--- src/rtl/gkd_pkg.sv ---
// Shared types, constants and the Gaussian table for the kernel density block.
// Depends on nothing; every other file but gkd_ram imports it.
`timescale 1ns / 1ps
package gkd_pkg;

   localparam int MAX_SAMPLES      = 1024;
   localparam int GAUSS_TABLE_SIZE = 256;

   localparam int VAL_W  = 16;
   localparam int BW_W   = 16;
   localparam int DENS_W = 24;
   localparam int OP_W   = 2;
   localparam int ADDR_W = $clog2(MAX_SAMPLES);
   localparam int CNT_W  = $clog2(MAX_SAMPLES + 1);
   localparam int IDX_W  = $clog2(GAUSS_TABLE_SIZE);
   // |x - s| needs one bit more than a sample; the index numerator is 64 * SIZE * d + h.
   localparam int DIFF_W = VAL_W + 1;
   localparam int NUM_W  = DIFF_W + 6 + IDX_W + 1;
   localparam int SUM_W  = DENS_W + CNT_W;
   localparam int DEN_W  = CNT_W + BW_W;
   localparam int QUO_W  = SUM_W + 10;

   localparam logic [BW_W-1:0]   BW_MIN      = BW_W'(256);
   localparam logic [DENS_W-1:0] DENSITY_MAX = '1;

   localparam logic [OP_W-1:0] OP_LOAD  = 2'd0;
   localparam logic [OP_W-1:0] OP_EVAL  = 2'd1;
   localparam logic [OP_W-1:0] OP_CLEAR = 2'd2;

   typedef struct packed {
      logic [OP_W-1:0]         kind;
      logic signed [VAL_W-1:0] value;
   } cmd_type;

   typedef logic [DENS_W-1:0] gauss_tab_type [GAUSS_TABLE_SIZE];

   // Long division by shift and subtract, used only while the table is built.
   function automatic logic [63:0] div_u64(input logic [63:0] a, input logic [63:0] b);
      logic [63:0] q;
      logic [64:0] r;
      q = '0;
      r = '0;
      for (int i = 63; i >= 0; i--) begin
         r = {r[63:0], a[i]};
         if (r >= {1'b0, b}) begin
            r    = r - {1'b0, b};
            q[i] = 1'b1;
         end
      end
      return q;
   endfunction

   // exp(f) in Q30 for f in [0, 1.0], Taylor series until a term vanishes.
   function automatic logic [63:0] exp_pos_q30(input logic [63:0] f);
      logic [63:0] sum;
      logic [63:0] term;
      logic        done;
      sum  = 64'd1 << 30;
      term = 64'd1 << 30;
      done = 1'b0;
      for (int k = 1; k < 40; k++) begin
         if (!done) begin
            term = div_u64((term * f) >> 30, 64'(k));
            if (term == 64'd0) begin
               done = 1'b1;
            end else begin
               sum = sum + term;
            end
         end
      end
      return sum;
   endfunction

   function automatic logic [63:0] exp_neg_q30(input logic [63:0] f);
      return div_u64(64'd1 << 60, exp_pos_q30(f));
   endfunction

   // Entry i holds exp(-u*u/2)/sqrt(2*pi) at u = 8*i/SIZE, rounded to Q0.24.
   function automatic gauss_tab_type build_gauss_tab();
      gauss_tab_type tab;
      logic [63:0]   em1;
      logic [63:0]   sz2;
      logic [63:0]   t;
      logic [63:0]   n;
      logic [63:0]   r;
      logic [63:0]   phi;
      em1 = exp_neg_q30(64'd1 << 30);
      sz2 = 64'(GAUSS_TABLE_SIZE) * 64'(GAUSS_TABLE_SIZE);
      for (int i = 0; i < GAUSS_TABLE_SIZE; i++) begin
         t = div_u64((64'd32 * 64'(i) * 64'(i)) << 30, sz2);
         n = t >> 30;
         r = exp_neg_q30(t & ((64'd1 << 30) - 64'd1));
         for (int j = 0; j < 32; j++) begin
            if (64'(j) < n) begin
               r = (r * em1) >> 30;
            end
         end
         phi    = (r * 64'd428361011) >> 30;
         tab[i] = DENS_W'((phi + 64'd32) >> 6);
      end
      return tab;
   endfunction

   localparam gauss_tab_type GAUSS_TAB = build_gauss_tab();

endpackage

--- src/rtl/gkd_front.sv ---
// Front end: accepts requests, drops unused opcodes and queues commands.
// Depends on gkd_pkg.
`timescale 1ns / 1ps
module gkd_front import gkd_pkg::*; (
   input  logic             clock,
   input  logic             reset,
   input  logic             req_tvalid,
   output logic             req_tready,
   input  logic [VAL_W-1:0] req_tdata,
   input  logic [OP_W-1:0]  req_tuser,
   output logic             cmd_valid,
   output cmd_type          cmd,
   input  logic             cmd_ready
);

   cmd_type     entry_ff [2];
   logic        wr_ptr_ff, wr_ptr_in;
   logic        rd_ptr_ff, rd_ptr_in;
   logic [1:0]  fill_ff, fill_in;
   logic        accept, keep, push, pop;

   assign req_tready = (fill_ff != 2'd2);
   assign accept     = req_tvalid && req_tready;

   always_comb begin
      unique case (req_tuser)
         OP_LOAD, OP_EVAL, OP_CLEAR: keep = 1'b1;
         default:                    keep = 1'b0;
      endcase
   end

   assign push      = accept && keep;
   assign cmd_valid = (fill_ff != 2'd0);
   assign cmd       = entry_ff[rd_ptr_ff];
   assign pop       = cmd_valid && cmd_ready;

   always_comb begin
      wr_ptr_in = wr_ptr_ff ^ push;
      rd_ptr_in = rd_ptr_ff ^ pop;
      fill_in   = fill_ff + 2'(push) - 2'(pop);
   end

   always_ff @(posedge clock) begin
      if (reset) begin
         wr_ptr_ff <= 1'b0;
         rd_ptr_ff <= 1'b0;
         fill_ff   <= 2'd0;
      end else begin
         wr_ptr_ff <= wr_ptr_in;
         rd_ptr_ff <= rd_ptr_in;
         fill_ff   <= fill_in;
      end
      if (push) begin
         entry_ff[wr_ptr_ff] <= '{kind: req_tuser, value: req_tdata};
      end
   end

endmodule

--- config.mk ---
export PLATFORM = sky130hd
export DESIGN_NAME = gkd_front
export DESIGN_NICKNAME = d
export VERILOG_FILES = /design/src/rtl/gkd_pkg.sv /design/src/rtl/gkd_front.sv
export SDC_FILE = /design/constraint.sdc
export NUM_CORES = 1
export LEC_CHECK = 0
export BUFFER_PORTS_ARGS = -buffer_cell sky130_fd_sc_hd__buf_2
export CORE_MARGIN = 4
export CORE_UTILIZATION = 50
export CTS_CLUSTER_DIAMETER = 200
export CTS_CLUSTER_SIZE = 28
export DETAILED_ROUTE_END_ITERATION = 16
export PLACE_DENSITY = 0.75
export SYNTH_ARGS = -nofsm -noshare
export SYNTH_HDL_FRONTEND = slang
export SYNTH_SLANG_ARGS = --single-unit
--- constraint.sdc ---
create_clock -name clock -period 1.85 [get_ports clock]
set_input_delay 0.2775 -clock clock [delete_from_list [all_inputs] [get_ports clock]]
set_output_delay 0.2775 -clock clock [all_outputs]
set_load 0.05 [all_outputs]
Yosys cells after proc, flatten, opt, wreduce, memory -nomap -nowiden
Memories as Yosys holds them, arrays and structs flattened. A register that Yosys moved wholly into a read port is not among the register bits.
Index checks and enable logic that the tools add are counted.
W data, S select, Z words.
{"block": "op_classes", "div": 0, "n_reduce_logical": 6, "n_eq_ne": 3, "magnitude_cmp": 0, "n_shift": 0, "bitwise": 2, "add_sub_neg": 2, "n_mul": 0, "mux": 4}
{"operator": "$mux W1", "n": 4}
{"operator": "$logic_and A1 B1 Y1", "n": 3}
{"operator": "$reduce_or A3 Y1", "n": 1}
{"operator": "$add A2 B1 Y2", "n": 1}
{"operator": "$eq A2 B1 Y1 const B", "n": 1}
{"operator": "$eq A2 B2 Y1 const B", "n": 1}
{"operator": "$logic_not A2 Y1", "n": 1}
{"operator": "$ne A2 B2 Y1 const B", "n": 1}
{"operator": "$reduce_bool A2 Y1", "n": 1}
{"operator": "$sub A2 B1 Y2", "n": 1}
{"operator": "$xor A1 B1 Y1", "n": 2}
{"block": "totals", "latchBits": 0, "in_bits": 22, "ramBits": 36, "memories": 1, "output_inout_bits": 20, "elab_cells": 21, "rom_bits": 0, "regBits": 4}
{"name": "entry_ff", "words": 2, "width": 18, "read_ports": 1, "rd_ports_with_merged_regs": 1, "wr": 1, "line_no": "gkd_front.sv:16", "source": "cmd_type entry_ff [2];"}

Logic depth before layout (Yosys ltp)
Gate-level depths: netlist (run 1).
{"block": "depth", "ltp_word": 6, "mapped_depth": 7, "ltp_nobuf": 7}

Least setup slack after synthesis (run 1)
Ideal clock, no wire load.
{"block": "synth_timing", "kind": "input port to flip-flop", "startpoint": "in req_tvalid", "endpoint": "mem entry_ff[0][0] (netlist bit) (enable)", "arrival_time_ps": 1183, "required_time_ps": 1474, "setup_time_ps": 376, "path_buffers": 0, "path_slack_ps": 291, "stages": 3, "cell_sequence": "a21bo_4 > a21oi_1 > ha_1"}
{"block": "synth_between", "elab_chain_cells": 4}
{"item": "start, declared", "line_no": "gkd_front.sv:7", "source": "input logic req_tvalid,"}
{"item": "$logic_and A1 B1 Y1", "line_no": "gkd_front.sv:23", "source": "assign accept = req_tvalid && req_tready;"}
{"item": "$logic_and A1 B1 Y1", "line_no": "gkd_front.sv:32", "source": "assign push = accept && keep;"}
{"item": "$mux W1", "line_no": "gkd_front.sv:53", "source": "if (push) begin"}
{"item": "$mux W1 (implied by the code)", "line_no": "gkd_front.sv:54", "source": "entry_ff[wr_ptr_ff] <= '{kind: req_tuser, value: req_tdata};"}
{"item": "end, declared", "line_no": "gkd_front.sv:16"}
No other way between the ends.

==> results.sh, run 1 <==
export IMPL_critical_path_arrival_ns=1.46
export IMPL_num_antenna_cells=0
export IMPL_fin_skew_ns=0.003676
export IMPL_core_rowCount=19
export IMPL_cts_tree="built"
export IMPL_wl_mm=2.638
export IMPL_post_cts_setup_buffer_count=0
export IMPL_cp_max_fo=17
export IMPL_crit_buf_inv=2
export IMPL_nets=161
export IMPL_clk_latency_ns=0.34
export IMPL_timing_worst_setup_path_type="flip-flop to primary output"
export IMPL_numPortBuffers=41
export IMPL_synth_cell_types=20
export IMPL_placedCellCount=161
export IMPL_slowest_delay_ns=0.39
export IMPL_synth_seq_cells=40
export IMPL_cts_inserted_buffers=5
export IMPL_drc=0
export IMPL_fmax_mhz=576.3
export IMPL_period_minus_slack_ns=1.735
export IMPL_clkTransAtPathRegs_ns=0.12
export IMPL_wirelength_met1_mm=1.011
export IMPL_cts_buffer_depth=2
export IMPL_ctsRootBufferMaster="clkbuf_4"
export IMPL_antenna_found_initial=0
export IMPL_relSlewSlack_pct=82.57
export IMPL_finalSetupViolCount=0
export IMPL_syn2layout_area_growth_pct=24.84
export IMPL_wire_per_inst_um=15.61
export IMPL_critPathRequiredTime_ns=1.57
export IMPL_ir_drop_v=0.0007769
export IMPL_hold_buffers=0
export IMPL_crit_path_top_delay_cell="dfxtp_2"
export IMPL_dr_pass1_iters=4
export IMPL_routed_top_layer="met4"
export IMPL_pre_cts_ws_ns=0.1234
export IMPL_status="complete, no violations"
export IMPL_critPathCaptureType="primary output"
export IMPL_finalMaxSlewViolations=0
export IMPL_p_per_area_mw_per_mm2=1251
export IMPL_cts_resized=0
export IMPL_final_common_cell="buf_2"
export IMPL_drtIter0Drc=18
export IMPL_setup_ws_ns=0.1148
export IMPL_yosysWarnings=0
export IMPL_vias_per_cell=5.302
export IMPL_place_hpwl_mm=1.977
export IMPL_instances_no_fill=169
export IMPL_die_h_um=63.35
export IMPL_grt_pass1_wl_mm=4.305
export IMPL_grt_overflow_total=0
export IMPL_layout_common_cells="41 x buf_2, 36 x edfxtp_1, 18 x mux2_2"
export IMPL_rsz0062_at_grt="false"
export IMPL_syn_avg_cell_area_sq_um=18.23
export IMPL_netlist_instances=84
export IMPL_met3RoutedLength_um=141
export IMPL_finalCritPeriodShare_pct=93.79
export IMPL_syn_cell_area_sq_mm=0.001531
export IMPL_critPathLaunchType="flip-flop"
export IMPL_hp_class="primary input to flip-flop"
export IMPL_groute_usage_overall_pct=14.59
export IMPL_p_leak_nw=0.7521
export IMPL_hold_viol=0
export IMPL_wl_met2_mm=1.434
export IMPL_die_x_um=63.35
export IMPL_worstMarginPinSlew_ns=0.2633
export IMPL_cts_htree_levels=2
export IMPL_core_area_sq_mm=0.002853
export IMPL_antenna_left=0
export IMPL_maxCapViolations=0
export IMPL_layout_drive_gt1_share_pct=56.52
export IMPL_synthesis_nets=108
export IMPL_numClockSinks=40
export IMPL_start_util_pct=53.68
export IMPL_path_delay_family="flip-flops"
export IMPL_grt_pass1_vias=943
export IMPL_dieArea_sq_mm=0.004013
export IMPL_place_congestion=0.6567
export IMPL_grt_max_degree=18
export IMPL_ios=42
export IMPL_power_total_w=0.002391
export IMPL_crit_chain="buf_12 > mux2_2 > buf_2"
export IMPL_fin_tns_setup_ns=0
export IMPL_vias=896
export IMPL_ys_seq_area_share_pct=75.82
-- area by class of cell --
cell class / instances / area (sq um)
Inverter: 2 / 7.507
Multi-Input combinational cell: 40 / 352.8
Timing Repair Buffer: 48 / 270.3
Sequential cell: 40 / 1162
Fill cell: 206 / 940.9
Clock buffer: 5 / 37.54
Tap cell: 31 / 38.79
Clock inverter: 3 / 42.54
-- report_power, final --
part | internal, W | switching, W | total [W]
combinational | 0.000231 | 0.000488 | 0.000718
clock | 0.000282 | 0.000277 | 0.000559
sequential | 0.00108 | 0.0000365 | 0.00111
-- synthesized netlist by cell type --
library cell	number	share of area, %
a211oi_1	1	0.49
a21bo_4	1	1.1
a21o_2	1	0.57
a21oi_1	3	0.98
a31oi_1	1	0.41
and2_1	1	0.41
buf_2	2	0.65
dfxtp_1	4	5.2
edfxtp_1	36	71
ha_1	2	1.6
inv_1	2	0.49
mux2_2	18	13
nand2_1	3	0.74
nor2_1	3	0.74
nor2b_1	1	0.41
o211a_1	1	0.65
o21ai_0	1	0.33
or2_2	1	0.41
or3_1	1	0.41
xor2_1	1	0.57
-- cell families after synthesis --
family                     after synthesis  synth area share (%)
DFF                                     40                 75.82
muxes                                   18                 13.24
and+or+nand+nor                         10                 3.106
AOI/OAI and AO/OA                        9                 4.494
buffers and inverters                    4                 1.144
adders and majority gates                2                 1.634
xor gates and xnor gates                 1                0.5720
-- per-layer routing --
| metal | GRT usage [%] | vias to the layer above |
|---|---|---|
| li1 | - | 426 |
| met1 | 15.25 | 434 |
| met2 | 25.81 | 31 |
| met3 | 4.440 | 5 |
| met4 | 8.086 | 0 |
| met5 | 0 | - |
-- through the flow --
| step | utilization (%) | hold slack (ns) | cell area (sq um) |
|---|---|---|---|
| after global placement | 64.17 | 0.4663 | 1831 |
| after global routing | 67.02 | 0.08532 | 1912 |
| final | 67.02 | 0.1154 | 1912 |
| after CTS | 66.97 | 0.09093 | 1911 |
| after detailed placement | 64.17 | 0.4707 | 1831 |
| after floorplan | - | 0.3442 | 1531 |
-- worst register-to-register path, stage by stage (launching register included) --
cell      delay, ns
dfxtp_1        0.47
nor2_1         0.09
a211oi_1       0.25
a21oi_1        0.07
ha_1           0.19
or3_1          0.37
a21oi_1        0.14
-- state kept, by name (all words and copies together), names as in the netlist --
signal / count
entry_ff: 36
wr_ptr_ff: 1
rd_ptr_ff: 1
fill_ff: 2
-- worst paths after layout --
path / start / end / slack [ns] / cells after the start
max: rd_ptr_ff / cmd[3] / 0.11 / 3
min reg2reg: wr_ptr_ff / wr_ptr_ff / 0.57 / 3
max reg2reg: fill_ff[1] / fill_ff[1] / 0.21 / 6
min: req_tdata[2] / entry_ff[0][2] / 0.12 / 1
(Power assumes the default switching activity.)
==> run 2: changes to the inputs <==
Settings changed: ABC_CLOCK_PERIOD_IN_PS set to 1850, RECOVER_POWER set to 100.
==> run 2 against run 1 <==
Effect of this change:
- clock-buffer cell count is the same
- cell count unchanged
- combinational power down 2%
- first-iteration DRC count up 67%
- clock skew about the same
- power down 0.70%
- critical endpoint is now cmd[1]
- via count fell by 0.56%
- non-clock buffer count unchanged
- maximum frequency decreased by 0.59%
- final area decreased by 2.0%
- die area unchanged
==> results.sh, run 2 (same netlist as run 1, synthesis figures left out) <==
export IMPL_worstMarginPinSlew_ns=0.4010
export IMPL_dr_pass1_iters=4
export IMPL_antenna_left=0
export IMPL_min_from="req_tdata[2]"
export IMPL_cts_inserted_buffers=5
export IMPL_p_leak_nw=0.6932
export IMPL_final_common_cell="edfxtp_1"
export IMPL_rsz0062_at_grt="false"
export IMPL_hp_class="primary input to flip-flop"
export IMPL_top_regs="entry_ff x36, fill_ff x2"
export IMPL_min_delay_path_depth=1
export IMPL_rrSetupSlack_ns=0.18
export IMPL_holdPathEnd="entry_ff[0][2]"
export IMPL_switchingPower_w=0.0008010
export IMPL_fin_util_pct=65.66
export IMPL_numClockSinks=40
export IMPL_cts_tree="built"
export IMPL_drc=0
export IMPL_drtIter0Drc=30
export IMPL_numPortBuffers=41
export IMPL_ff2ff_path_depth=4
export IMPL_ctsRootBufferMaster="clkbuf_4"
export IMPL_p_seq_share_pct=46.9
export IMPL_die_h_um=63.35
export IMPL_layout_common_cells="36 x edfxtp_1, 21 x buf_2, 19 x clkbuf_1"
export IMPL_num_antenna_cells=0
export IMPL_critical_path_arrival_ns=1.47
export IMPL_pwr_share_comb_pct=29.5
export IMPL_post_cts_setup_buffer_count=0
export IMPL_start_util_pct=53.68
export IMPL_clkTransAtPathRegs_ns=0.12
export IMPL_core_rowCount=19
export IMPL_p_int_w=0.001573
export IMPL_place_congestion=0.6567
export IMPL_wl_mm=2.652
export IMPL_dieArea_sq_mm=0.004013
export IMPL_fin_tns_setup_ns=0
export IMPL_critPathRequiredTime_ns=1.57
export IMPL_status="complete, no violations"
export IMPL_grt_pass1_vias=943
export IMPL_grt_pass1_wl_mm=4.305
export IMPL_clock_power_share_pct=23.5
export IMPL_groute_usage_overall_pct=14.59
export IMPL_period_minus_slack_ns=1.745
export IMPL_place_hpwl_mm=1.977
export IMPL_sw_frac_of_total_pct=33.74
export IMPL_grt_max_degree=18
export IMPL_finalMaxSlewViolations=0
export IMPL_reg2reg_to="entry_ff[1][3]"
export IMPL_antenna_found_initial=0
export IMPL_power_total_w=0.002374
export IMPL_core_area_sq_mm=0.002853
export IMPL_layout_drive_gt1_share_pct=42.75
export IMPL_cts_buffer_depth=2
export IMPL_p_per_area_mw_per_mm2=1268
export IMPL_syn2layout_area_growth_pct=22.30
export IMPL_top_register="entry_ff"
export IMPL_finalCritPeriodShare_pct=94.35
export IMPL_holdWs_ns=0.1145
export IMPL_finalSetupViolCount=0
export IMPL_fmax_mhz=572.9
export IMPL_maxCapViolations=0
export IMPL_fin_skew_ns=0.003916
export IMPL_vias_per_cell=5.272
export IMPL_grt_overflow_total=0
export IMPL_wire_per_inst_um=15.69
export IMPL_hold_viol=0
export IMPL_vias=891
export IMPL_ios=42
export IMPL_die_x_um=63.35
export IMPL_clk_latency_ns=0.34
export IMPL_largest_reg_flops=36
export IMPL_ir_drop_v=0.0007755
export IMPL_timing_worst_setup_path_type="flip-flop to primary output"
export IMPL_relSlewSlack_pct=73.27
export IMPL_reg2reg_from="fill_ff[0]"
export IMPL_cts_htree_levels=2
export IMPL_critPathCaptureType="primary output"
export IMPL_nets=161
export IMPL_cp_max_fo=17
export IMPL_critPathLaunchType="flip-flop"
==> run 2: cell count changes in the layout (fill, tap and decap cells not counted), sizes merged <==
cell / change
buf: -26
clkbuf: +26
==> run 2: power groups by stage <==
stage                     registers (W)  clock network [W]  logic, W
final                           0.00111           0.000559  0.000701
after global routing            0.00112           0.000619  0.000742
after floorplan                 0.00112                  0  0.000547
after CTS                       0.00111           0.000577  0.000727
after detailed placement        0.00113                  0  0.000722
after global placement          0.00113                  0  0.000709
==> run 2: how the worst max path moves through the flow <==
stage               start        endpoint  slack, ns  cells past startpoint
6_report        rd_ptr_ff          cmd[1]       0.10                      3
4_1_cts         rd_ptr_ff          cmd[3]      0.008                      3
2_1_floorplan  req_tvalid  entry_ff[0][0]       0.29                      3
3_5_place_dp   req_tvalid      fill_ff[1]       0.12                      8
3_3_place_gp   req_tvalid      fill_ff[1]       0.25                      8
5_1_grt         rd_ptr_ff         cmd[15]       0.02                      3
==> run 2: area by class of cell <==
| class | count | area [sq um] |
|---|---|---|
| Clock buffer | 5 | 37.54 |
| Clock inverter | 3 | 42.54 |
| Fill cell | 220 | 979.7 |
| Inverter | 2 | 7.507 |
| Multi-Input combinational cell | 40 | 352.8 |
| Sequential cell | 40 | 1162 |
| Tap cell | 31 | 38.79 |
| Timing Repair Buffer | 48 | 231.5 |
==> run 2: repair_timing <==
item	CTS	global route
endpoints found under the setup margin	0	17
hold endpoints to repair	0	0
gates resized for setup	0	1
hold buffers	0	0
==> run 2: routing by layer <==
metal,vias up,GRT usage [%],routed length [um],share of wire (%)
met5,-,0,0,0
met4,0,8.086,51,1.9
met3,5,4.440,150,5.7
met2,27,25.81,1439,54
met1,433,15.25,1012,38
li1,426,-,-,-
==> run 2: metrics by stage <==
stage          cell area [sq um]  worst slack, ns  std cells
2_1_floorplan               1531           0.2908         84
3_3_place_gp                1831           0.2523        161
3_5_place_dp                1831           0.1234        161
4_1_cts                     1911         0.007722        169
5_1_grt                     1873          0.01720        169
6_report                    1873           0.1046        169
==> run 2: critical path, cell delays in order (launching register included) <==
cell and delay [ns]:
dfxtp_2 0.39, buf_12 0.17, mux2_2 0.34, clkbuf_2 0.23
==> run 3: changes to the inputs <==
Settings changed: CORE_UTILIZATION 50 to 35, PLACE_DENSITY 0.75 to 0.55.
==> run 3 against run 2 <==
Effect of this change:
- worst setup slack got worse by 0.0020 ns
- worst hold slack better by 0.067 ns
- power down 2.4%
- clock power decreased by 7.2%
- core utilization is 20 points lower
- wire length is 4.7% lower
- clock skew is 0.0023 ns lower
- final area is 0.73% higher
- critical path depth did not move
- register-to-register slack about the same
- sequential cell count unchanged
- largest cell class unchanged
- combinational power is 2% lower
==> results.sh, run 3 (same netlist as run 1, synthesis figures left out) <==
export IMPL_postPlaceCellArea_sq_mm=0.001827
export IMPL_cts_htree_levels=2
export IMPL_status="complete, no violations"
export IMPL_pre_cts_ws_ns=0.1917
export IMPL_syn2layout_area_growth_pct=23.20
export IMPL_finalMaxSlewViolations=0
export IMPL_worstMarginPinSlew_ns=0.5969
export IMPL_vias=857
export IMPL_post_cts_setup_buffer_count=0
export IMPL_wire_per_inst_um=13.59
export IMPL_layout_drive_gt1_share_pct=44.85
export IMPL_hold_viol=0
export IMPL_cts_inserted_buffers=5
export IMPL_grt_pass1_wl_mm=3.933
export IMPL_cts_buffer_depth=2
export IMPL_p_per_area_mw_per_mm2=1228
export IMPL_grt_overflow_total=0
export IMPL_rsz0062_at_grt="false"
export IMPL_layout_common_cells="36 x edfxtp_1, 19 x clkbuf_2, 18 x mux2_2"
export IMPL_fmax_mhz=572.3
export IMPL_largest_reg_flops=36
export IMPL_top_regs="entry_ff x36, fill_ff x2"
export IMPL_timing_worst_setup_path_type="flip-flop to primary output"
export IMPL_dieArea_sq_mm=0.005498
export IMPL_multi_input_area_sq_um=352.8
export IMPL_core_area_sq_mm=0.004115
export IMPL_core_rowCount=23
export IMPL_finalCritPeriodShare_pct=94.46
export IMPL_clkTransAtPathRegs_ns=0.07
export IMPL_hp_class="primary input to flip-flop"
export IMPL_numPortBuffers=41
export IMPL_p_leak_nw=0.7068
export IMPL_drtIter0Drc=25
export IMPL_die_h_um=74.15
export IMPL_grt_max_degree=19
export IMPL_cp_max_fo=18
export IMPL_place_congestion=0.6553
export IMPL_nets=159
export IMPL_maxCapViolations=0
export IMPL_critPathLaunchType="flip-flop"
export IMPL_ff2ff_path_depth=4
export IMPL_crit_path_top_delay_cell="dfxtp_1"
export IMPL_final_common_cell="edfxtp_1"
export IMPL_critPathRequiredTime_ns=1.57
export IMPL_cts_resized=0
export IMPL_fin_skew_ns=0.001610
export IMPL_start_util_pct=37.21
export IMPL_relSlewSlack_pct=60.38
export IMPL_ctsRootBufferMaster="clkbuf_8"
export IMPL_fin_area_sq_mm=0.001887
export IMPL_hold_buffers=0
export IMPL_ios=42
export IMPL_ir_drop_v=0.0004414
export IMPL_period_minus_slack_ns=1.747
export IMPL_critPathCaptureType="primary output"
export IMPL_num_antenna_cells=0
export IMPL_min_delay_path_depth=1
export IMPL_crit_chain="buf_6 > mux2_2 > clkbuf_2"
export IMPL_fillers=397
export IMPL_numClockSinks=40
export IMPL_holdWs_ns=0.1818
export IMPL_clk_latency_ns=0.28
export IMPL_die_x_um=74.15
export IMPL_finalSetupViolCount=0
export IMPL_antenna_left=0
export IMPL_power_total_w=0.002317
export IMPL_antenna_found_initial=0
export IMPL_seqCellArea_sq_mm=0.001161
export IMPL_drc=0
export IMPL_setup_ws_ns=0.1025
export IMPL_dr_pass1_iters=4
export IMPL_groute_usage_overall_pct=9.986
export IMPL_vias_per_cell=4.608
export IMPL_grt_pass1_vias=887
export IMPL_fin_tns_setup_ns=0
export IMPL_place_hpwl_mm=1.821
export IMPL_critical_path_arrival_ns=1.47
export IMPL_slowest_delay_ns=0.37
export IMPL_wl_mm=2.528
export IMPL_top_register="entry_ff"
export IMPL_cts_tree="built"
==> run 3: cell count changes in the layout (fill, tap and decap cells not counted), moves of 5 or more <==
cell,delta
clkbuf_4,-5
buf_2,-6
clkbuf_8,+5
clkbuf_2,+12
clkbuf_1,-6
==> run 3: power breakdown <==
group,total [W],switching [W],internal (W)
clock network,0.000519,0.000257,0.000262
logic,0.000689,0.000488,0.000200
registers,0.00111,0.0000309,0.00108
==> run 3: final cells by class <==
cell class              count  share of cell area [%]
flip-flops and latches     40                   61.54
multi-input cells          40                   18.70
repair buffers             46                   11.80
clock buffers               7                   4.045
well taps                  50                   3.316
inverters                   2                  0.3979
clock inverters             1                  0.1989
==> run 3: per-stage QoR <==
stage	utilization, %	std cells
final	45.85	186
after global routing	45.85	186
after CTS	46.34	186
after detailed placement	44.39	178
after global placement	44.39	178
after floorplan	-	84
==> run 3: worst paths after layout <==
check / from / end / slack, ns
max: rd_ptr_ff / cmd[1] / 0.10
min: req_tdata[14] / entry_ff[1][14] / 0.18
max reg2reg: fill_ff[0] / entry_ff[1][6] / 0.19
min reg2reg: rd_ptr_ff / rd_ptr_ff / 0.55
==> run 3: per-layer routing <==
layer / global-route usage [%] / vias up / part of all wire (%)
met4: 4.829 / 0 / 0.95
li1: - / 424 / -
met2: 17.42 / 27 / 52
met3: 4.324 / 4 / 7.1
met5: 0 / - / 0
met1: 10.23 / 402 / 40
==> run 3: worst max-delay path: cells and delay by family (launching register included) <==
family	cells	cell delay (ns)
buf+inv	2	0.46
flops	1	0.37
mux	1	0.36
